[config.mk]
export PLATFORM = sky130hd
export DESIGN_NAME = tadh_cordic
export DESIGN_NICKNAME = d
export VERILOG_FILES = /design/src/hw/rtl/tadh_pkg.sv /design/src/hw/rtl/tadh_cordic.sv
export SDC_FILE = /design/constraint.sdc
export NUM_CORES = 1
export LEC_CHECK = 0
export BUFFER_PORTS_ARGS = -buffer_cell sky130_fd_sc_hd__buf_4
export CAP_MARGIN = 20
export CORE_AREA = 2 2 173 175
export DETAILED_ROUTE_END_ITERATION = 16
export DIE_AREA = 0 0 175 177
export GPL_ROUTABILITY_DRIVEN = 0
export HOLD_SLACK_MARGIN = 0.08
export PLACE_DENSITY = 0.72
export SETUP_SLACK_MARGIN = 0.5
export SLEW_MARGIN = 10
export SYNTH_ARGS = -nofsm -noshare
export SYNTH_HDL_FRONTEND = slang
export SYNTH_SLANG_ARGS = --single-unit
[constraint.sdc]
create_clock -name clk -period 8.27 [get_ports clk]
set_input_delay 1.2405 -clock clk [delete_from_list [all_inputs] [get_ports clk]]
set_output_delay 1.2405 -clock clk [all_outputs]
set_load 0.02 [all_outputs]
[src/hw/rtl/tadh_pkg.sv]
// ----------------------------------------------------------------------------
// tadh_pkg: shared constants for the tilt angle core
// Field widths, register codes, CORDIC widths and the atan step table.
// ----------------------------------------------------------------------------
`default_nettype none

package tadh_pkg;

  localparam int SAMPLE_W   = 16;
  localparam int SUM_W      = 20;
  localparam int IDX_W      = 4;
  localparam int ANG_W      = 9;
  localparam int DB_W       = 7;
  localparam int SETTLE_W   = 16;
  localparam int CFG_IDX_W  = 2;
  localparam int CFG_DATA_W = 16;

  // CORDIC datapath: operands carry 14 fraction bits, angles are Q16 degrees
  localparam int FRAC_SH    = 14;
  localparam int CW         = 33;
  localparam int TW         = 26;
  localparam int ATAN_W     = 22;
  localparam int ATAN_IDX_W = 5;

  localparam logic signed [TW-1:0] DEG180_Q16 = TW'(180 * 65536);
  localparam logic signed [TW-1:0] DEG360_Q16 = TW'(360 * 65536);

  localparam logic [ANG_W-1:0] DEG_90  = ANG_W'(90);
  localparam logic [ANG_W-1:0] DEG_180 = ANG_W'(180);
  localparam logic [ANG_W-1:0] DEG_270 = ANG_W'(270);
  localparam logic [ANG_W-1:0] DEG_359 = ANG_W'(359);
  localparam logic [ANG_W-1:0] DEG_360 = ANG_W'(360);

  // register indexes
  localparam logic [CFG_IDX_W-1:0] CFG_DEADBAND     = 2'd0;
  localparam logic [CFG_IDX_W-1:0] CFG_SETTLE_LIMIT = 2'd1;
  localparam logic [CFG_IDX_W-1:0] CFG_MOUNT_OFFSET = 2'd2;

  localparam logic [DB_W-1:0]     DEADBAND_RST     = 7'd5;
  localparam logic [SETTLE_W-1:0] SETTLE_LIMIT_RST = 16'd375;
  localparam logic [ANG_W-1:0]    MOUNT_OFFSET_RST = 9'd90;

  // atan(2^-i) in degrees, Q16, rounded
  function automatic logic [ATAN_W-1:0] atan_q16(input logic [ATAN_IDX_W-1:0] i);
    logic [ATAN_W-1:0] v;
    case (i)
      5'd0:    v = 22'd2949120;
      5'd1:    v = 22'd1740967;
      5'd2:    v = 22'd919879;
      5'd3:    v = 22'd466945;
      5'd4:    v = 22'd234379;
      5'd5:    v = 22'd117304;
      5'd6:    v = 22'd58666;
      5'd7:    v = 22'd29335;
      5'd8:    v = 22'd14668;
      5'd9:    v = 22'd7334;
      5'd10:   v = 22'd3667;
      5'd11:   v = 22'd1833;
      5'd12:   v = 22'd917;
      5'd13:   v = 22'd458;
      5'd14:   v = 22'd229;
      5'd15:   v = 22'd115;
      5'd16:   v = 22'd57;
      5'd17:   v = 22'd29;
      5'd18:   v = 22'd14;
      5'd19:   v = 22'd7;
      5'd20:   v = 22'd4;
      5'd21:   v = 22'd2;
      5'd22:   v = 22'd1;
      default: v = 22'd0;
    endcase
    return v;
  endfunction

endpackage

`default_nettype wire

[src/hw/rtl/tadh_cordic.sv]
// ----------------------------------------------------------------------------
// tadh_cordic: iterative vectoring CORDIC
// One add/sub and shift step per cycle over a shared datapath; returns the
// accumulated angle of atan2(x, z) in Q16 degrees.
// ----------------------------------------------------------------------------
`default_nettype none

module tadh_cordic import tadh_pkg::*; #(
  parameter int STEPS = 16
) (
  input  wire                        clk,
  input  wire                        rst,
  input  wire                        start,
  input  wire signed [SAMPLE_W-1:0]  op_x,
  input  wire signed [SAMPLE_W-1:0]  op_z,
  output logic                       done,
  output logic signed [TW-1:0]       theta
);

  localparam int STEP_W = (STEPS > 1) ? $clog2(STEPS) : 1;

  logic              busy;
  logic [STEP_W-1:0] step;
  logic signed [CW-1:0] a;
  logic signed [CW-1:0] b;

  logic [ATAN_IDX_W-1:0] sh;
  logic signed [CW-1:0]  sa;
  logic signed [CW-1:0]  sb;
  logic signed [TW-1:0]  atan_ext;
  logic                  b_pos;
  logic signed [CW-1:0]  x_ext;
  logic signed [CW-1:0]  z_ext;

  always_comb begin
    sh       = ATAN_IDX_W'(step);
    sa       = a >>> sh;
    sb       = b >>> sh;
    atan_ext = $signed({{(TW-ATAN_W){1'b0}}, atan_q16(sh)});
    b_pos    = !b[CW-1] && (b != '0);
    x_ext    = {{(CW-SAMPLE_W-FRAC_SH){op_x[SAMPLE_W-1]}}, op_x, {FRAC_SH{1'b0}}};
    z_ext    = {{(CW-SAMPLE_W-FRAC_SH){op_z[SAMPLE_W-1]}}, op_z, {FRAC_SH{1'b0}}};
  end

  always_ff @(posedge clk) begin
    if (rst) begin
      busy <= 1'b0;
      done <= 1'b0;
      step <= '0;
    end else begin
      done <= busy && !start && (step == STEP_W'(STEPS - 1));
      if (start) begin
        busy <= 1'b1;
        step <= '0;
        // left half plane: rotate by 180 first
        if (op_z[SAMPLE_W-1]) begin
          a     <= -z_ext;
          b     <= -x_ext;
          theta <= DEG180_Q16;
        end else begin
          a     <= z_ext;
          b     <= x_ext;
          theta <= '0;
        end
      end else if (busy) begin
        if (b_pos) begin
          a     <= a + sb;
          b     <= b - sa;
          theta <= theta + atan_ext;
        end else begin
          a     <= a - sb;
          b     <= b + sa;
          theta <= theta - atan_ext;
        end
        step <= step + 1'b1;
        if (step == STEP_W'(STEPS - 1)) begin
          busy <= 1'b0;
        end
      end
    end
  end

endmodule

`default_nettype wire

==> metrics.cfg, run 1 <==
[placement]
hpwlAfterDp_um=33000
portBuffers=61
dp_worst_setup_slack_ps=1560

[sta]
worst_slew_pin_slew_ps=1010
finalMaxSlewViolations=0
fin_crit_sh_pct=83.3
finalHoldViolCount=0
setup_viol=0
tns_ps=0
fin_skew_ps=18.0
fin_ws_ps=1380
clock.fmax_ghz=0.145
slew_headroom_pct=32.4
period_minus_slack_ps=6890
rsz0062_at_grt=no

[finish]
fin_nets=1936
drive_above_1_share_pct=12.7
seqCellArea_um2=3330
syn2layout_area_growth_pct=8.13
multi_input_area_um2=11400
n_fill_cell=2623
diodes=0

[detailed_routing]
num_vias=14200
initialDrtViolationCount=1373
routed_via_density=6.46
wl_per_cell_um=20.0
remaining_drc_errors=0
wl_um=44000
ant_nets=0
dr.pass1.iters=5

[clocking]
cts_buffers=17
cts_repair_resize_count=0
cts-hold-fix-buffers=0
postCtsSetupRepairBufs=0
clkSinkCount=120
clkTransAtPathRegs_ps=70
tritoncts=yes
root_buffer=clkbuf_16
ctsHtreeMaxLevel=4
clock_latency_ps=450
clk_path_buf_depth=2

[floorplan]
die_x_um=175
fp-row-count=63
die_area_um2=31000
num_io_pins=62
coreArea_um2=29200
die_height_um=177
initial_core_util_pct=52.2

[synthesis]
async_reset_ff_share_pct=0
ys_seq_elements=120
synth.area.top_cells=edfxtp_1 18%, mux4_2 9.1%, ha_1 8.4%
syn_avg_cell_area_um2=8.50
syn_nets=1937
synth-edff-count=92
ys_seq_area_share_pct=21.8
synth_top_area_share_pct=18.1
syn_area_um2=15300
synth_cell_types=82
yosysWarnings=0
synthCells=1796
yosysTopAreaCell=edfxtp_1
ys.flop_type=edfxtp_1

[grt]
grt_usage_pct=28.1
grt_start_max_net_pins=76
grt_pass1_wl_um=69800
antenna_found_initial=0
overflow=0
grt_pass1_vias=13400

[power_and_ir_drop]
power.leakage_nw=6.32
max-vdd-ir-drop_uv=261
power_density_nw_per_um2=380

[worst_hold_path]
holdCritPathClass=flop to flop
whs_path_depth=2

[critical_path]
path_max_fanout=64
crit_type=flop to flop
reg2regPathDepth=21
worst-r2r-setup-slack_ps=1380
cp-end-kind=flop
cp.arrival_ps=7070
setup.worst_path.start_class=flop
crit_required_ps=8450

[run]
drv_cap=0

[status]
status=complete, no violations

## layer usage
metal | wire, um | global-route usage (%) | vias to the layer above
li1 | - | - | 6731
met1 | 18600 | 35.9 | 6813
met2 | 20900 | 47.3 | 556
met3 | 2870 | 4.90 | 101
met4 | 1640 | 11.5 | 0
met5 | 0 | 0 | -
## path summary, 6_finish.rpt
kind / start / end
worst max-delay path: step[1]$_SDFFE_PP0P_ / a[31]$_DFFE_PP_
worst min-delay path: busy$_SDFF_PP0_ / step[1]$_SDFFE_PP0P_
worst max register to register: step[1]$_SDFFE_PP0P_ / a[31]$_DFFE_PP_
worst min register to register: busy$_SDFF_PP0_ / step[1]$_SDFFE_PP0P_
## power breakdown
group | leakage (nW) | switching (mW) | internal [mW]
registers | 1.12 | 0.352 | 0.920
clock network | 0.284 | 0.321 | 0.450
logic | 4.92 | 2.36 | 1.87
total | 6.32 | 3.03 | 3.24
## worst max-delay path, cell delays in order, from the launching register on
cell       delay, ps
dfxtp_4          970
mux4_2           620
mux2_2           310
nand2_1           80
o21a_1           150
ha_1             220
nand2_1           70
o32ai_1          630
and3_1           420
nor2_1            90
xor2_1           170
ha_1             360
a21o_1           180
a21o_1           180
a2111oi_0        390
o211ai_1         190
a31oi_1          270
o211ai_1         220
a221o_1          340
a21oi_1          220
o2bb2ai_1        150
mux2_1           340
## cells in the mapped netlist, types with 8 or more instances
cell type    n
mux2i_1     66
and3_1      15
mux4_2      62
xor2_1      84
a21o_1      37
dfxtp_1     28
edfxtp_1    92
or3_1       12
o21a_1      18
nand2_1    176
a211oi_1    19
nor4_1      14
nand3_1     28
nor2b_1     23
ha_1       103
nand2b_1    20
a31oi_1     27
a21oi_1    123
or2_2       12
o21bai_1    17
o211ai_1    20
o31ai_1     25
and2_1       9
inv_1       39
nand4_1     23
o21ai_0    122
clkbuf_1    50
buf_1       22
mux2_2      30
nor2_1     186
o41ai_1      8
buf_2       12
nor3_1      38
xnor2_1    106
o21ai_1     12
## final cells by class
cell class | instances | share of cell area [%]
clock buffers | 17 | 2.58
clock inverters | 15 | 1.02
inverters | 41 | 0.933
multi-input cells | 1542 | 69.0
flip-flops and latches | 120 | 20.2
well taps | 390 | 2.96
repair buffers | 73 | 3.32
## logic make-up (layout without fill, tap and decap cells)
| family | Yosys count | after routing | share of synthesized area, % |
|---|---|---|---|
| mux | 163 | 163 | 16.1 |
| xor+xnor | 190 | 190 | 10.9 |
| fa+ha+maj | 106 | 106 | 8.84 |
| flops | 120 | 120 | 21.8 |
| compound gates | 500 | 500 | 20.9 |
| buf+inv | 134 | 146 | 3.71 |
| simple gates | 583 | 583 | 17.8 |
## registers in the layout, summed over array words and instances, names as in the netlist
register	count
done	1
a	33
busy	1
b	33
atan_ext	22
step	4
theta	26
## placed cells by master, fill, tap and decap left out, types with 23 or more instances in the layout
master    netlist  routed
nand2_1       176     176
nor2_1        186     184
nand4_1        23      23
mux4_2         62      62
inv_1          39      39
o21ai_0       122     122
edfxtp_1       92      92
mux2i_1        66      66
a21o_1         37      37
a21oi_1       123     123
o31ai_1        25      25
nand3_1        28      28
mux2_2         30      30
nor3_1         38      38
buf_4           5      73
ha_1          103     103
a31oi_1        27      27
xor2_1         84      84
nor2b_1        23      23
xnor2_1       106     106
dfxtp_1        28      24
## metrics by stage
| stage | power [mW] | hold WS, ps | util [%] | std cells | area [um^2] |
|---|---|---|---|---|---|
| floorplan | 4.48 | 601 | - | 1796 | 15300 |
| global placement | 5.32 | 664 | 54.4 | 2166 | 15900 |
| detailed placement | 5.40 | 669 | 54.4 | 2166 | 15900 |
| CTS | 6.21 | 668 | 56.4 | 2198 | 16500 |
| global route | 6.80 | 708 | 56.4 | 2198 | 16500 |
| finish | 6.27 | 667 | 56.4 | 2198 | 16500 |
No activity file was read; power rests on OpenSTA's default activity.
==> run 2, diff against run 1 <==
Clock period 8.27 ns to 6.7 ns, I/O delays scaled along.
==> run 2 against run 1 <==
Clock-buffer cell count is 1 higher. Die area stayed put. Non-clock buffer count is 26 higher. Critical endpoint is now b[31]$_DFFE_PP_.
==> metrics.cfg, run 2 (synthesized netlist as in run 1, its figures left out) <==
[sta]
finalMaxSlewViolations=0  ; unchanged
rsz0062_at_grt=yes
setup_viol=0  ; unchanged
clock.fmax_ghz=0.168  ; +16%
fin_ws_ps=765  ; -616 ps
worst_slew_pin_slew_ps=1010  ; +3.33 ps
finalHoldViolCount=0  ; unchanged
period_minus_slack_ps=5940  ; -954 ps
slew_headroom_pct=32.2  ; -0.22 points
fin_skew_ps=24.6  ; +6.65 ps
fin_crit_sh_pct=88.6  ; +5.3 points
tns_ps=0  ; unchanged

[detailed_routing]
dr.pass1.iters=6  ; +1
wl_um=45000  ; +2.1%
initialDrtViolationCount=1559  ; +14%
wl_per_cell_um=20.2  ; +0.88%
ant_nets=0  ; unchanged
routed_via_density=6.54  ; +1.2%
num_vias=14500  ; +2.4%
remaining_drc_errors=0  ; unchanged

[power_and_ir_drop]
seqPwrFrac_pct=19.5  ; -0.8 points
power_density_nw_per_um2=466  ; +23%
switchingPower_mw=3.80  ; +25%
intPower_mw=4.02  ; +24%
power.leakage_nw=6.45  ; +2.0%
p_sw_share_pct=48.6  ; +0.26 points
p_clk_share_pct=11.8  ; -0.5 points
max-vdd-ir-drop_uv=195  ; -25%
combPwrFrac_pct=68.7  ; +1.3 points

[critical_path]
max_stage_delay_ps=570  ; -400 ps
worstPathCellList=buf_4, mux4_2, o21ai_0, ha_1, nand2_1, o32ai_1, buf_4, a21oi_1, xor2_1, ha_1, a21oi_1, o21ai_0, or4_1, o211a_1, a41o_1, a311oi_1, o21ai_0, a31oi_1, xor2_1, o21ai_0
crit_required_ps=6870  ; -1580 ps
cp-end-kind=flop
cp.arrival_ps=6110  ; -960 ps
setup.worst_path.start_class=flop
path_max_fanout=23  ; -64%
critical-path-slowest-cell=mux4_2
crit_type=flop to flop
cp_common_cell=o21ai_0

[clocking]
cts_buffers=17  ; unchanged
clkTransAtPathRegs_ps=60  ; about the same
root_buffer=clkbuf_16
ctsHtreeMaxLevel=4  ; unchanged
clk_path_buf_depth=2  ; unchanged
clkSinkCount=120  ; unchanged
clock_latency_ps=450  ; about the same
cts-hold-fix-buffers=0  ; unchanged
tritoncts=yes

[grt]
antenna_found_initial=0  ; unchanged
grt_pass1_vias=13800  ; +2.9%
grt_pass1_wl_um=72000  ; +3.1%
overflow=0  ; unchanged
grt_usage_pct=28.8  ; +0.68 points
grt_start_max_net_pins=62  ; -18%

[floorplan]
die_area_um2=31000  ; unchanged
die_height_um=177  ; unchanged
num_io_pins=62  ; unchanged
coreArea_um2=29200  ; unchanged
initial_core_util_pct=52.2  ; unchanged
die_x_um=175  ; unchanged
fp-row-count=63  ; unchanged

[finish]
fin_nets=1962  ; +1.3%
drive_above_1_share_pct=14.1  ; +1.4 points
reg_top3=a (33), b (33), theta (26)
syn2layout_area_growth_pct=9.85
diodes=0  ; unchanged
final_cell_mix=184 x nor2_1, 176 x nand2_1, 123 x a21oi_1
final_common_cell=nor2_1
fin_cells=2224  ; +1.2%

[status]
status=complete, no violations

[placement]
portBuffers=61  ; unchanged
dp_worst_setup_slack_ps=541  ; -1020 ps
hpwlAfterDp_um=34000  ; +3.1%
dp_cells=2183  ; +0.78%

[worst_hold_path]
holdCritPathClass=flop to flop

[run]
drv_cap=0  ; unchanged

run 2: final cells by class:
class / instances / area, um^2
clock buffer: 18 / 429
fill: 2624 / 12500
timing repair buffer: 99 / 807
inverter: 41 / 154
tap: 390 / 488
multi-input combinational: 1542 / 11400
sequential: 120 / 3340
clock inverter: 14 / 128
run 2: final timing paths:
check	slack (ps)	cells after the start	endpoint	from
worst max register to register	760	20	b[31]$_DFFE_PP_	step[2]$_SDFFE_PP0P_
worst min register to register	690	2	done$_SDFF_PP0_	busy$_SDFF_PP0_
worst max-delay path	760	20	b[31]$_DFFE_PP_	step[2]$_SDFFE_PP0P_
worst min-delay path	690	2	done$_SDFF_PP0_	busy$_SDFF_PP0_
run 2: metrics by stage:
stage	hold slack [ps]	utilization, %	cell area (um^2)	total power, mW
after global placement	669	54.9	16100	6.61
after CTS	685	56.9	16600	7.68
after detailed placement	668	55.0	16100	6.72
final	693	57.3	16800	7.81
after global routing	765	57.3	16800	8.46
after floorplan	601	-	15300	5.53
run 2: per-layer routing:
| metal | vias to the layer above | part of all wire [%] | GRT usage [%] |
|---|---|---|---|
| met5 | - | 0 | 0 |
| met4 | 0 | 3.9 | 11.7 |
| met3 | 125 | 7.2 | 4.02 |
| met2 | 669 | 47 | 48.0 |
| met1 | 6946 | 42 | 37.8 |
| li1 | 6795 | - | - |
run 2: timing repair:
item / in CTS / in global routing
endpoints found under the setup margin: 1 / 13
endpoints found under the hold margin: 0 / 0
gates cloned: 0 / 0
gates resized for setup: 1 / 10
buffers inserted: 0 / 9
run 2: power groups by stage:
stage	combinational (mW)	clock, mW	sequential (mW)
5_1_grt	5.96	0.962	1.53
4_1_cts	5.24	0.929	1.51
6_report	5.37	0.925	1.52
2_1_floorplan	4.17	0	1.35
3_3_place_gp	5.09	0	1.52
3_5_place_dp	5.20	0	1.52
run 2: critical path: cells and delay by family (launching register included):
kind | cells | cell delay [ps]
AO/OA/AOI/OAI | 11 | 2490
AND/OR/NAND/NOR | 2 | 500
adder cells (fa/ha/maj) | 2 | 650
buffers and inverters | 2 | 530
flip-flops | 1 | 560
multiplexers | 1 | 570
XOR/XNOR | 2 | 350
