<file path="config.mk">
export PLATFORM = sky130hd
export DESIGN_NAME = tadh_div
export DESIGN_NICKNAME = d
export VERILOG_FILES = /design/src/hw/rtl/tadh_pkg.sv /design/src/hw/rtl/tadh_div.sv
export SDC_FILE = /design/constraint.sdc
export NUM_CORES = 1
export LEC_CHECK = 0
export CAP_MARGIN = 20
export CORE_ASPECT_RATIO = 0.7
export CORE_MARGIN = 1
export CORE_UTILIZATION = 60
export CTS_CLUSTER_SIZE = 20
export DETAILED_ROUTE_END_ITERATION = 8
export DONT_BUFFER_PORTS = 1
export HOLD_SLACK_MARGIN = 0.15
export PLACE_DENSITY = 0.83
export SYNTH_ARGS = -nofsm -noshare
export SYNTH_HDL_FRONTEND = slang
export SYNTH_SLANG_ARGS = --single-unit
</file>
<file path="constraint.sdc">
create_clock -name clk -period 6 [get_ports clk]
set_clock_uncertainty 0.05 [all_clocks]
set_input_delay 1.2 -clock clk [delete_from_list [all_inputs] [get_ports clk]]
set_output_delay 1.2 -clock clk [all_outputs]
set_load 0.02 [all_outputs]
</file>
<file path="src/hw/rtl/tadh_pkg.sv">
// ----------------------------------------------------------------------------
// tadh_pkg: shared constants for the tilt angle core
// Field widths, register codes, CORDIC widths and the atan step table.
// ----------------------------------------------------------------------------
`default_nettype none

package tadh_pkg;

  localparam int SAMPLE_W   = 16;
  localparam int SUM_W      = 20;
  localparam int IDX_W      = 4;
  localparam int ANG_W      = 9;
  localparam int DB_W       = 7;
  localparam int SETTLE_W   = 16;
  localparam int CFG_IDX_W  = 2;
  localparam int CFG_DATA_W = 16;

  // CORDIC datapath: operands carry 14 fraction bits, angles are Q16 degrees
  localparam int FRAC_SH    = 14;
  localparam int CW         = 33;
  localparam int TW         = 26;
  localparam int ATAN_W     = 22;
  localparam int ATAN_IDX_W = 5;

  localparam logic signed [TW-1:0] DEG180_Q16 = TW'(180 * 65536);
  localparam logic signed [TW-1:0] DEG360_Q16 = TW'(360 * 65536);

  localparam logic [ANG_W-1:0] DEG_90  = ANG_W'(90);
  localparam logic [ANG_W-1:0] DEG_180 = ANG_W'(180);
  localparam logic [ANG_W-1:0] DEG_270 = ANG_W'(270);
  localparam logic [ANG_W-1:0] DEG_359 = ANG_W'(359);
  localparam logic [ANG_W-1:0] DEG_360 = ANG_W'(360);

  // register indexes
  localparam logic [CFG_IDX_W-1:0] CFG_DEADBAND     = 2'd0;
  localparam logic [CFG_IDX_W-1:0] CFG_SETTLE_LIMIT = 2'd1;
  localparam logic [CFG_IDX_W-1:0] CFG_MOUNT_OFFSET = 2'd2;

  localparam logic [DB_W-1:0]     DEADBAND_RST     = 7'd5;
  localparam logic [SETTLE_W-1:0] SETTLE_LIMIT_RST = 16'd375;
  localparam logic [ANG_W-1:0]    MOUNT_OFFSET_RST = 9'd90;

  // atan(2^-i) in degrees, Q16, rounded
  function automatic logic [ATAN_W-1:0] atan_q16(input logic [ATAN_IDX_W-1:0] i);
    logic [ATAN_W-1:0] v;
    case (i)
      5'd0:    v = 22'd2949120;
      5'd1:    v = 22'd1740967;
      5'd2:    v = 22'd919879;
      5'd3:    v = 22'd466945;
      5'd4:    v = 22'd234379;
      5'd5:    v = 22'd117304;
      5'd6:    v = 22'd58666;
      5'd7:    v = 22'd29335;
      5'd8:    v = 22'd14668;
      5'd9:    v = 22'd7334;
      5'd10:   v = 22'd3667;
      5'd11:   v = 22'd1833;
      5'd12:   v = 22'd917;
      5'd13:   v = 22'd458;
      5'd14:   v = 22'd229;
      5'd15:   v = 22'd115;
      5'd16:   v = 22'd57;
      5'd17:   v = 22'd29;
      5'd18:   v = 22'd14;
      5'd19:   v = 22'd7;
      5'd20:   v = 22'd4;
      5'd21:   v = 22'd2;
      5'd22:   v = 22'd1;
      default: v = 22'd0;
    endcase
    return v;
  endfunction

endpackage

`default_nettype wire

</file>
<file path="src/hw/rtl/tadh_div.sv">
// ----------------------------------------------------------------------------
// tadh_div: window mean divider
// Divides both window sums by a constant with a reciprocal multiply,
// truncating toward zero; it registers the magnitudes, then the quotients and done.
// ----------------------------------------------------------------------------
`default_nettype none

module tadh_div import tadh_pkg::*; #(
  parameter int DIVISOR = 10
) (
  input  wire                       clk,
  input  wire                       rst,
  input  wire                       start,
  input  wire signed [SUM_W-1:0]    sum_x,
  input  wire signed [SUM_W-1:0]    sum_z,
  output logic                      done,
  output logic signed [SAMPLE_W-1:0] mean_x,
  output logic signed [SAMPLE_W-1:0] mean_z
);

  // ceil(2^SHIFT / DIVISOR) gives an exact floor quotient for any SUM_W-bit magnitude
  localparam int     LOG_D   = $clog2(DIVISOR);
  localparam int     SHIFT   = SUM_W + LOG_D;
  localparam int     RECIP_W = SHIFT + 1;
  localparam longint RECIP_L =
    ((longint'(1) << SHIFT) + longint'(DIVISOR) - longint'(1)) / longint'(DIVISOR);
  localparam logic [RECIP_W-1:0] RECIP = RECIP_W'(RECIP_L);
  localparam int     PROD_W  = SUM_W + RECIP_W;

  logic                busy;
  logic [SUM_W-1:0]    mag  [2];
  logic                neg  [2];
  logic [SAMPLE_W-1:0] quot [2];

  logic [SUM_W-1:0]    mag_in [2];
  logic [PROD_W-1:0]   prod   [2];
  logic [SAMPLE_W-1:0] mean   [2];

  always_comb begin
    mag_in[0] = sum_x[SUM_W-1] ? -sum_x : sum_x;
    mag_in[1] = sum_z[SUM_W-1] ? -sum_z : sum_z;
    for (int l = 0; l < 2; l++) begin
      prod[l] = PROD_W'(mag[l]) * PROD_W'(RECIP);
      mean[l] = neg[l] ? -quot[l] : quot[l];
    end
  end

  assign mean_x = mean[0];
  assign mean_z = mean[1];

  always_ff @(posedge clk) begin
    if (rst) begin
      busy <= 1'b0;
      done <= 1'b0;
    end else begin
      done <= busy && !start;
      if (start) begin
        busy <= 1'b1;
        for (int l = 0; l < 2; l++) begin
          mag[l] <= mag_in[l];
        end
        neg[0] <= sum_x[SUM_W-1];
        neg[1] <= sum_z[SUM_W-1];
      end else if (busy) begin
        busy <= 1'b0;
        for (int l = 0; l < 2; l++) begin
          quot[l] <= prod[l][SHIFT +: SAMPLE_W];
        end
      end
    end
  end

endmodule

`default_nettype wire

</file>
==> results of run 1 <==
-- critical path: cells and delay by family (launching register included) --
family,cells,cell delay (ns)
AO/OA/AOI/OAI,8,1.63
buffers and inverters,5,0.39
adder cells (fa/ha/maj),8,3.25
AND/OR/NAND/NOR,1,0.22
XOR/XNOR,1,0.16
flip-flops,1,0.42
-- cell type report --
class / count / area share [%]
clock inverters: 6 / 0.313
inverters: 389 / 7.03
repair buffers: 239 / 8.90
multi-input cells: 1112 / 69.5
flip-flops and latches: 76 / 10.9
well taps: 371 / 2.24
clock buffers: 10 / 1.10
-- repair_timing --
item	CTS	global route
pin swaps	55	106
hold endpoints to repair	0	0
setup buffers	40	30
resized for setup	82	115
endpoints found under the setup margin	23	28
-- cell families (layout without fill, tap and decap cells) --
group | Yosys count | in the layout
flops | 76 | 76
buf+inv | 397 | 644
fa+ha+maj | 658 | 658
simple gates | 173 | 173
compound gates | 153 | 153
xor+xnor | 127 | 127
mux | 1 | 1
-- worst min-delay path by stage --
stage                             from  slack, ns  cells after the start              end
after floorplan           busy$_DFF_P_       0.40                      1  done$_SDFF_PP0_
after detailed placement  busy$_DFF_P_       0.41                      1  done$_SDFF_PP0_
after CTS                 busy$_DFF_P_       0.42                      1  done$_SDFF_PP0_
after global routing      busy$_DFF_P_       0.43                      1  done$_SDFF_PP0_
final                     busy$_DFF_P_       0.42                      1  done$_SDFF_PP0_
after global placement    busy$_DFF_P_       0.40                      1  done$_SDFF_PP0_
-- registers in the layout, summed over array words and instances, names as in the netlist --
register and count:
busy 1, quot 32, mag 40, neg 2
done 1
-- cell usage after synthesis, drive strengths merged, types with 8 or more instances --
| library cell | count |
|---|---|
| nor3 | 8 |
| nor2 | 26 |
| or4 | 11 |
| or2 | 12 |
| o21ai | 37 |
| a21o | 27 |
| fa | 260 |
| xor2 | 40 |
| nand2 | 43 |
| o31ai | 17 |
| xnor2 | 87 |
| edfxtp | 74 |
| and3 | 11 |
| nor2b | 8 |
| and2 | 21 |
| inv | 389 |
| ha | 398 |
| a21oi | 28 |
-- per-stage QoR --
step	util [%]	TNS, ns	hold slack, ns
3_3_place_gp	67.3	-2.85	0.400
5_1_grt	74.5	-7.57	0.429
2_1_floorplan	-	0	0.398
6_report	74.5	-3.83	0.418
3_5_place_dp	67.3	-5.10	0.414
4_1_cts	71.3	-1.38	0.423
-- metal layers --
| layer | vias up | GRT usage [%] | routed length (µm) |
|---|---|---|---|
| met1 | 6328 | 45.2 | 20600 |
| met4 | 2 | 7.84 | 2660 |
| li1 | 5628 | - | - |
| met5 | - | 0 | 9 |
| met2 | 868 | 49.3 | 22500 |
| met3 | 267 | 13.5 | 7160 |
==> flow_summary_export.csv, run 1 <==
group,metric,value,unit
status,status,"finished, violations left",
status,violations,"negative setup slack",
cells_and_area,layout.cells.non_filler,2203,
logic_synthesis,yosys-top-cells-area,"fa_1, ha_1, edfxtp_1",
logic_synthesis,syn_inst,1585,
critical_path,crit_arrival,6.42,ns
detailed_routing,drtIter0Drc,1290,
sta,tightestPinTransition,0.707,ns
critical_path,startpoint_type,"flop",
sta,setup_viol,21,
floorplanning,die_h,143,µm
global_route,gr-total-overflow,0,
critical_path,critical_path.endpoint,"quot[0][9]$_DFFE_PP_",
global_route,grt_pass1_wl,71.6,mm
sta,rsz0062_at_grt,"true",
critical_path,r2r-end,"quot[0][9]$_DFFE_PP_",
placement,place_area,18800,µm²
logic_synthesis,ys.flop_type,"edfxtp_1",
floorplanning,rows,51,
global_route,grt_pass1_vias,13500,
logic_synthesis,yosysSeqAreaShare,13.3,%
detailed_routing,routed_wl,52.9,mm
placement,dp.cells,2121,
critical_path,cp_slowest_cell,"fa_1",
sta,post-route-period-util,106,%
clock_network,clk_latency,0.38,ns
clock_network,cts-root-buf,"clkbuf_16",
job,maxCapViolCount,0,
logic_synthesis,yosys.area_share.adder,59.8,%
sta,final_max_slew_viol_count,0,
sta,max_freq,157,MHz
cells_and_area,final_common_cell,"inv_1",
detailed_routing,drc,0,
logic_synthesis,synth-edff-count,74,
logic_synthesis,synth_compound_area_share,6.14,%
critical_path,worstReg2RegStart,"mag[0][11]$_DFFE_PP_",
global_route,grt_max_degree,44,
logic_synthesis,yosys.area_share.simple,5.45,%
detailed_routing,wl_per_cell,24.0,µm
critical_path,end_kind,"flop",
floorplanning,ios,76,
logic_synthesis,synth_area,17000,µm²
critical_path,cp_slowest_stage_delay,0.52,ns
sta,slew_headroom,52.4,%
cells_and_area,layout_common_cells,"inv_1, ha_1, fa_1",
critical_path,cp_max_fo,3,
clock_network,clockBufferDepth,2,
logic_synthesis,avgSynthCellArea,10.8,µm²
sta,finalWorstSetupSlack,-0.365,ns
floorplanning,die-area,29100,µm²
cells_and_area,drive_gt1_share,23.4,%
logic_synthesis,synth_top_family_by_area,"adder cells",
cells_and_area,fin_area,20800,µm²
placement,finalWeightedCongestion,0.996,
logic_synthesis,async_reset_ff_share,0,%
detailed_routing,drt-pass1-iter-count,6,
critical_path,reg2reg_slack,-0.36,ns
placement,post-dp-hpwl,39.1,mm
cells_and_area,antennaDiodeCount,0,
critical_path,cp.required,6.05,ns
logic_synthesis,synth_seq_cells,76,
floorplanning,coreArea,27900,µm²
clock_network,cts.clk_slew.worst_paths,0.06,ns
detailed_routing,antenna_left,0,
critical_path,path_class,"flop to flop",
clock_network,htree_levels,3,
critical_path,path_cells,"buf_4, ha_4, fa_1, ha_1, inv_1, fa_1, inv_2, fa_2, fa_1, inv_1, fa_1, inv_1, ha_1, and4_4, o211ai_1, o22ai_2, a211oi_4, a211oi_4, o31a_1, a21o_1, a21oi_2, o21bai_1, xor2_1",
detailed_routing,vias,13100,
logic_synthesis,synth_top_area_share,30.5,%
logic_synthesis,synth_warnings,0,
floorplanning,initial_core_util,61.1,%
placement,place_ws,-0.441,ns
cells_and_area,fin_nets,2528,
clock_network,cts_tree,"yes",
min_path,worstHoldPathType,"flop to flop",
cells_and_area,multi_input_area,14400,µm²
global_route,grtUsageTotal,33.2,%
cells_and_area,seqCellArea,2260,µm²
cells_and_area,nFillCells,1667,
clock_network,cts_inserted_buffers,9,
cells_and_area,syn2layout_area_growth,21.8,%
critical_path,critPathLaunch,"mag[0][11]$_DFFE_PP_",
sta,period_minus_slack,6.36,ns
sta,finalHoldViolCount,0,
clock_network,numClockSinks,76,
detailed_routing,viasPerCell,5.94,
clock_network,holdBufCountCts,0,
logic_synthesis,synth_cell_types,50,
critical_path,crit_path_frequent_cell,"fa_1",
global_route,antenna_found_initial,2,
logic_synthesis,synth.area.mux_share,0.0587,%
logic_synthesis,syn_nets,2286,
logic_synthesis,yosys.area.top_type,"fa_1",
critical_path,rr_worst_depth,23,
floorplanning,die_x,203,µm
logic_synthesis,synth-xor-area-share,6.53,%
placement,portBuffers,0,
Power of run 1 is left out: the tool's default activity adds up to more than one toggle a clock period on the data nets, which glitch-free logic cannot reach.
==> run 2, diff against run 1 <==
--- a/config.mk
+++ b/config.mk
@@ -14,6 +14,7 @@
 export DONT_BUFFER_PORTS = 1
 export HOLD_SLACK_MARGIN = 0.15
 export PLACE_DENSITY = 0.83
+export SETUP_SLACK_MARGIN = 0.1
 export SYNTH_ARGS = -nofsm -noshare
 export SYNTH_HDL_FRONTEND = slang
 export SYNTH_SLANG_ARGS = --single-unit
==> constraint.sdc (replaced) <==
create_clock -name clk -period 5.3 [get_ports clk]
set_clock_uncertainty 0.05 [all_clocks]
set_input_delay 1.06 -clock clk [delete_from_list [all_inputs] [get_ports clk]]
set_output_delay 1.06 -clock clk [all_outputs]
set_load 0.02 [all_outputs]
==> flow_summary_export.csv, run 2 (same netlist as run 1, synthesis figures left out) <==
group,metric,value,unit
cells_and_area,final_common_cell,"inv_1",
global_route,grt_max_degree,33,
critical_path,cp_max_fo,4,
global_route,grtUsageTotal,37.9,%
sta,max_freq,143,MHz
detailed_routing,antenna_left,0,
cells_and_area,final_core_util,77.2,%
clock_network,numClockSinks,76,
clock_network,cts_tree,"yes",
sta,hold_slack,0.422,ns
floorplanning,die_x,203,µm
critical_path,startpoint_type,"flop",
cells_and_area,largest_reg_flops,40,
detailed_routing,drt-pass1-iter-count,6,
cells_and_area,top_regs,"mag x40, quot x32, neg x2",
placement,portBuffers,0,
detailed_routing,vias,14400,
global_route,antenna_found_initial,2,
sta,setup_viol,32,
sta,tightestPinTransition,0.741,ns
status,status,"finished, violations left",
critical_path,path_class,"flop to flop",
detailed_routing,drtIter0Drc,1642,
clock_network,cts.clk_slew.worst_paths,0.08,ns
floorplanning,ios,76,
floorplanning,die-area,29100,µm²
sta,fin_setup_tns,-35.93,ns
sta,period_minus_slack,7.00,ns
global_route,grt_pass1_wl,81.8,mm
detailed_routing,routed_wl,64.0,mm
cells_and_area,regMostFlops,"mag",
clock_network,clockBufferDepth,2,
placement,place_ws,-1.33,ns
global_route,gr-total-overflow,0,
sta,post-route-period-util,132,%
sta,slew_headroom,50.2,%
min_path,worstHoldPathType,"flop to flop",
floorplanning,die_h,143,µm
cells_and_area,antennaDiodeCount,0,
job,maxCapViolCount,0,
global_route,grt_pass1_vias,14700,
floorplanning,rows,51,
sta,final_max_slew_viol_count,0,
status,violations,"negative setup slack",
sta,finalHoldViolCount,0,
cells_and_area,fin_nets,2580,
sta,rsz0062_at_grt,"true",
clock_network,clk_latency,0.37,ns
critical_path,crit_arrival,7.07,ns
cells_and_area,syn2layout_area_growth,26.2,%
cells_and_area,drive_gt1_share,28.2,%
detailed_routing,viasPerCell,6.40,
critical_path,end_kind,"flop",
detailed_routing,drc,0,
cells_and_area,layout_common_cells,"inv_1, ha_1, buf_4",
placement,finalWeightedCongestion,1.05,
placement,post-dp-hpwl,40.0,mm
clock_network,cts_inserted_buffers,9,
floorplanning,initial_core_util,61.1,%
sta,finalWorstSetupSlack,-1.70,ns
detailed_routing,wl_per_cell,28.4,µm
critical_path,cp.required,5.37,ns
floorplanning,coreArea,27900,µm²
clock_network,cts-root-buf,"clkbuf_16",
clock_network,htree_levels,3,
==> run 2: changes by cell type in the layout (fill, tap and decap cells not counted), moves of 11 or more <==
cell | before | now
buf_6 | 11 | 27
inv_1 | 374 | 360
buf_4 | 227 | 263
ha_1 | 328 | 317
inv_2 | 15 | 28
==> run 2: stage by stage <==
step,instance area (µm²),std cells
global placement,19600,2182
floorplan,17400,1585
global route,21500,2255
finish,21500,2255
CTS,20900,2235
detailed placement,19600,2182
==> run 2: layer usage <==
| metal | GRT usage, % | up-vias | part of all wire (%) |
|---|---|---|---|
| li1 | - | 5734 | - |
| met1 | 46.2 | 6953 | 33 |
| met2 | 63.9 | 1244 | 44 |
| met3 | 8.81 | 505 | 13 |
| met4 | 17.5 | 6 | 9.5 |
| met5 | 0 | - | 0.097 |
==> run 2: worst max-delay path: stages (launching register included) <==
cell	delay (ns)
edfxtp_1	0.55
ha_2	0.32
fa_1	0.64
ha_1	0.20
inv_1	0.19
fa_1	0.85
inv_1	0.16
fa_1	0.57
fa_1	0.43
ha_1	0.35
ha_4	0.25
and3_4	0.19
o31ai_4	0.28
a32oi_2	0.19
and3_1	0.22
a41o_1	0.25
buf_6	0.14
a21oi_4	0.18
o21ai_2	0.12
nor4_1	0.37
nor3_1	0.12
xnor2_1	0.15
==> run 2: timing repair <==
item                       4_1_cts  5_1_grt
setup endpoints to repair       32       32
gates resized for setup        142       95
pin swaps                      115       81
hold buffers                     0        0
buffers inserted                39       27
==> run 2: final timing paths <==
kind / startpoint / to / slack [ns] / depth (start not counted)
worst max-delay path: mag[0][33]$_DFFE_PP_ / quot[0][31]$_DFFE_PP_ / -1.70 / 21
worst min-delay path: busy$_DFF_P_ / done$_SDFF_PP0_ / 0.42 / 1
worst max register to register: mag[0][33]$_DFFE_PP_ / quot[0][31]$_DFFE_PP_ / -1.70 / 21
worst min register to register: busy$_DFF_P_ / done$_SDFF_PP0_ / 0.42 / 1
==> run 2: final cells by class <==
type                       instances  area [µm²]
multi-input combinational       1112       14800
fill                            1406        6370
timing repair buffer             291        2300
sequential                        76        2260
inverter                         389        1460
tap                              371         464
clock buffer                      11         233
clock inverter                     5        37.5
Power of run 2 is left out for the same reason.
==> run 3, diff against run 2 <==
--- a/config.mk
+++ b/config.mk
@@ -6,14 +6,16 @@
 export NUM_CORES = 1
 export LEC_CHECK = 0
 export CAP_MARGIN = 20
+export CELL_PAD_IN_SITES_DETAIL_PLACEMENT = 0
+export CELL_PAD_IN_SITES_GLOBAL_PLACEMENT = 1
 export CORE_ASPECT_RATIO = 0.7
 export CORE_MARGIN = 1
-export CORE_UTILIZATION = 60
+export CORE_UTILIZATION = 49
 export CTS_CLUSTER_SIZE = 20
 export DETAILED_ROUTE_END_ITERATION = 8
 export DONT_BUFFER_PORTS = 1
 export HOLD_SLACK_MARGIN = 0.15
-export PLACE_DENSITY = 0.83
+export PLACE_DENSITY = 0.84
 export SETUP_SLACK_MARGIN = 0.1
 export SYNTH_ARGS = -nofsm -noshare
 export SYNTH_HDL_FRONTEND = slang
==> flow_summary_export.csv, run 3 (same netlist as run 1, synthesis figures left out) <==
group,metric,value,unit
sta,rsz0062_at_grt,"true",
global_route,grt_pass1_wl,70.3,mm
clock_network,cts_inserted_buffers,9,
clock_network,cts_tree,"yes",
cells_and_area,largest_reg_flops,40,
clock_network,htree_levels,3,
global_route,antenna_found_initial,0,
sta,finalWorstSetupSlack,-0.900,ns
sta,slew_headroom,44.0,%
global_route,grt_max_degree,44,
placement,place_ws,-1.10,ns
critical_path,cp_max_fo,3,
sta,setup_viol,32,
cells_and_area,antennaDiodeCount,0,
global_route,grt_pass1_vias,12900,
detailed_routing,wl_per_cell,19.3,µm
floorplanning,coreArea,33800,µm²
sta,post-route-period-util,117,%
cells_and_area,drive_gt1_share,26.3,%
floorplanning,die_x,225,µm
floorplanning,initial_core_util,50.4,%
clock_network,cts.clk_slew.worst_paths,0.07,ns
critical_path,crit_arrival,6.24,ns
cells_and_area,top_regs,"mag x40, quot x32, neg x2",
critical_path,end_kind,"flop",
sta,period_minus_slack,6.20,ns
sta,tightestPinTransition,0.832,ns
floorplanning,ios,76,
clock_network,clk_latency,0.35,ns
cells_and_area,regMostFlops,"mag",
critical_path,startpoint_type,"flop",
detailed_routing,vias,12100,
min_path,worstHoldPathType,"flop to flop",
clock_network,cts-root-buf,"clkbuf_16",
floorplanning,die_h,158,µm
cells_and_area,syn2layout_area_growth,26.2,%
cells_and_area,layout_common_cells,"inv_1, ha_1, buf_4",
detailed_routing,antenna_left,0,
critical_path,path_class,"flop to flop",
placement,finalWeightedCongestion,0.967,
cells_and_area,fin_nets,2566,
clock_network,numClockSinks,76,
job,maxCapViolCount,0,
status,status,"finished, violations left",
detailed_routing,drtIter0Drc,745,
floorplanning,die-area,35500,µm²
status,violations,"negative setup slack",
sta,finalHoldViolCount,0,
detailed_routing,drt-pass1-iter-count,5,
global_route,grtUsageTotal,26.4,%
sta,hold_slack,0.420,ns
cells_and_area,final_common_cell,"inv_1",
sta,final_max_slew_viol_count,0,
detailed_routing,routed_wl,45.1,mm
global_route,gr-total-overflow,0,
sta,max_freq,161,MHz
detailed_routing,drc,0,
placement,post-dp-hpwl,38.7,mm
placement,portBuffers,0,
critical_path,cp.required,5.34,ns
floorplanning,rows,56,
detailed_routing,viasPerCell,5.19,
cells_and_area,nFillCells,2587,
clock_network,clockBufferDepth,2,
## run 3: cell types whose count changed in the layout (fill, tap and decap cells not counted), sizes merged
cell,delta
buf,-14
bufinv,+1
clkinv,-1
## run 3: final timing paths
check / start / endpoint / slack, ns / cells after the start
worst max-delay path: mag[0][16]$_DFFE_PP_ / quot[0][9]$_DFFE_PP_ / -0.90 / 23
worst min-delay path: busy$_DFF_P_ / done$_SDFF_PP0_ / 0.42 / 1
worst max register to register: mag[0][16]$_DFFE_PP_ / quot[0][9]$_DFFE_PP_ / -0.90 / 23
worst min register to register: busy$_DFF_P_ / done$_SDFF_PP0_ / 0.42 / 1
## run 3: layout make-up
class,count,area (µm²),share of cell area (%)
inverters,389,1460,6.80
clock inverters,5,62.6,0.291
multi-input cells,1112,14700,68.4
flip-flops and latches,76,2260,10.5
repair buffers,277,2190,10.2
well taps,464,581,2.70
clock buffers,11,233,1.08
## run 3: metrics by stage
stage          TNS (ns)  cell area, µm²  util [%]  cells
2_1_floorplan     -7.13           17400         -   1585
3_3_place_gp     -21.31           19700      58.1   2274
3_5_place_dp     -24.48           19700      58.1   2274
4_1_cts          -16.78           21000      62.0   2320
5_1_grt          -24.36           21500      63.6   2334
6_report         -18.57           21500      63.6   2334
## run 3: critical path: stages (launching register included)
cell and delay (ns):
edfxtp_1 0.51, ha_4 0.33, fa_1 0.41, ha_1 0.31, inv_2 0.04, fa_1 0.49
inv_2 0.06, fa_1 0.46, fa_1 0.54, inv_2 0.04, fa_1 0.51, inv_2 0.05
ha_4 0.21, a21o_1 0.15, a21o_1 0.15, a21o_1 0.16, a211oi_2 0.24, buf_4 0.18
a211oi_4 0.06, o31a_1 0.38, a21o_1 0.21, a21oi_2 0.16, o21bai_1 0.09, xor2_1 0.17
## run 3: metal layers
metal,track usage [%],vias to the layer above,share of wire (%)
met5,0,-,0
li1,-,5718,-
met3,5.79,45,7.0
met1,37.9,6033,46
met4,6.28,0,1.8
met2,40.4,328,45
## run 3: repair_timing
action / CTS / global route
hold buffers: 0 / 0
resized for setup: 133 / 74
pin swaps: 93 / 70
setup endpoints to repair: 32 / 32
setup buffers: 35 / 19
Power of run 3 is left out for the same reason.
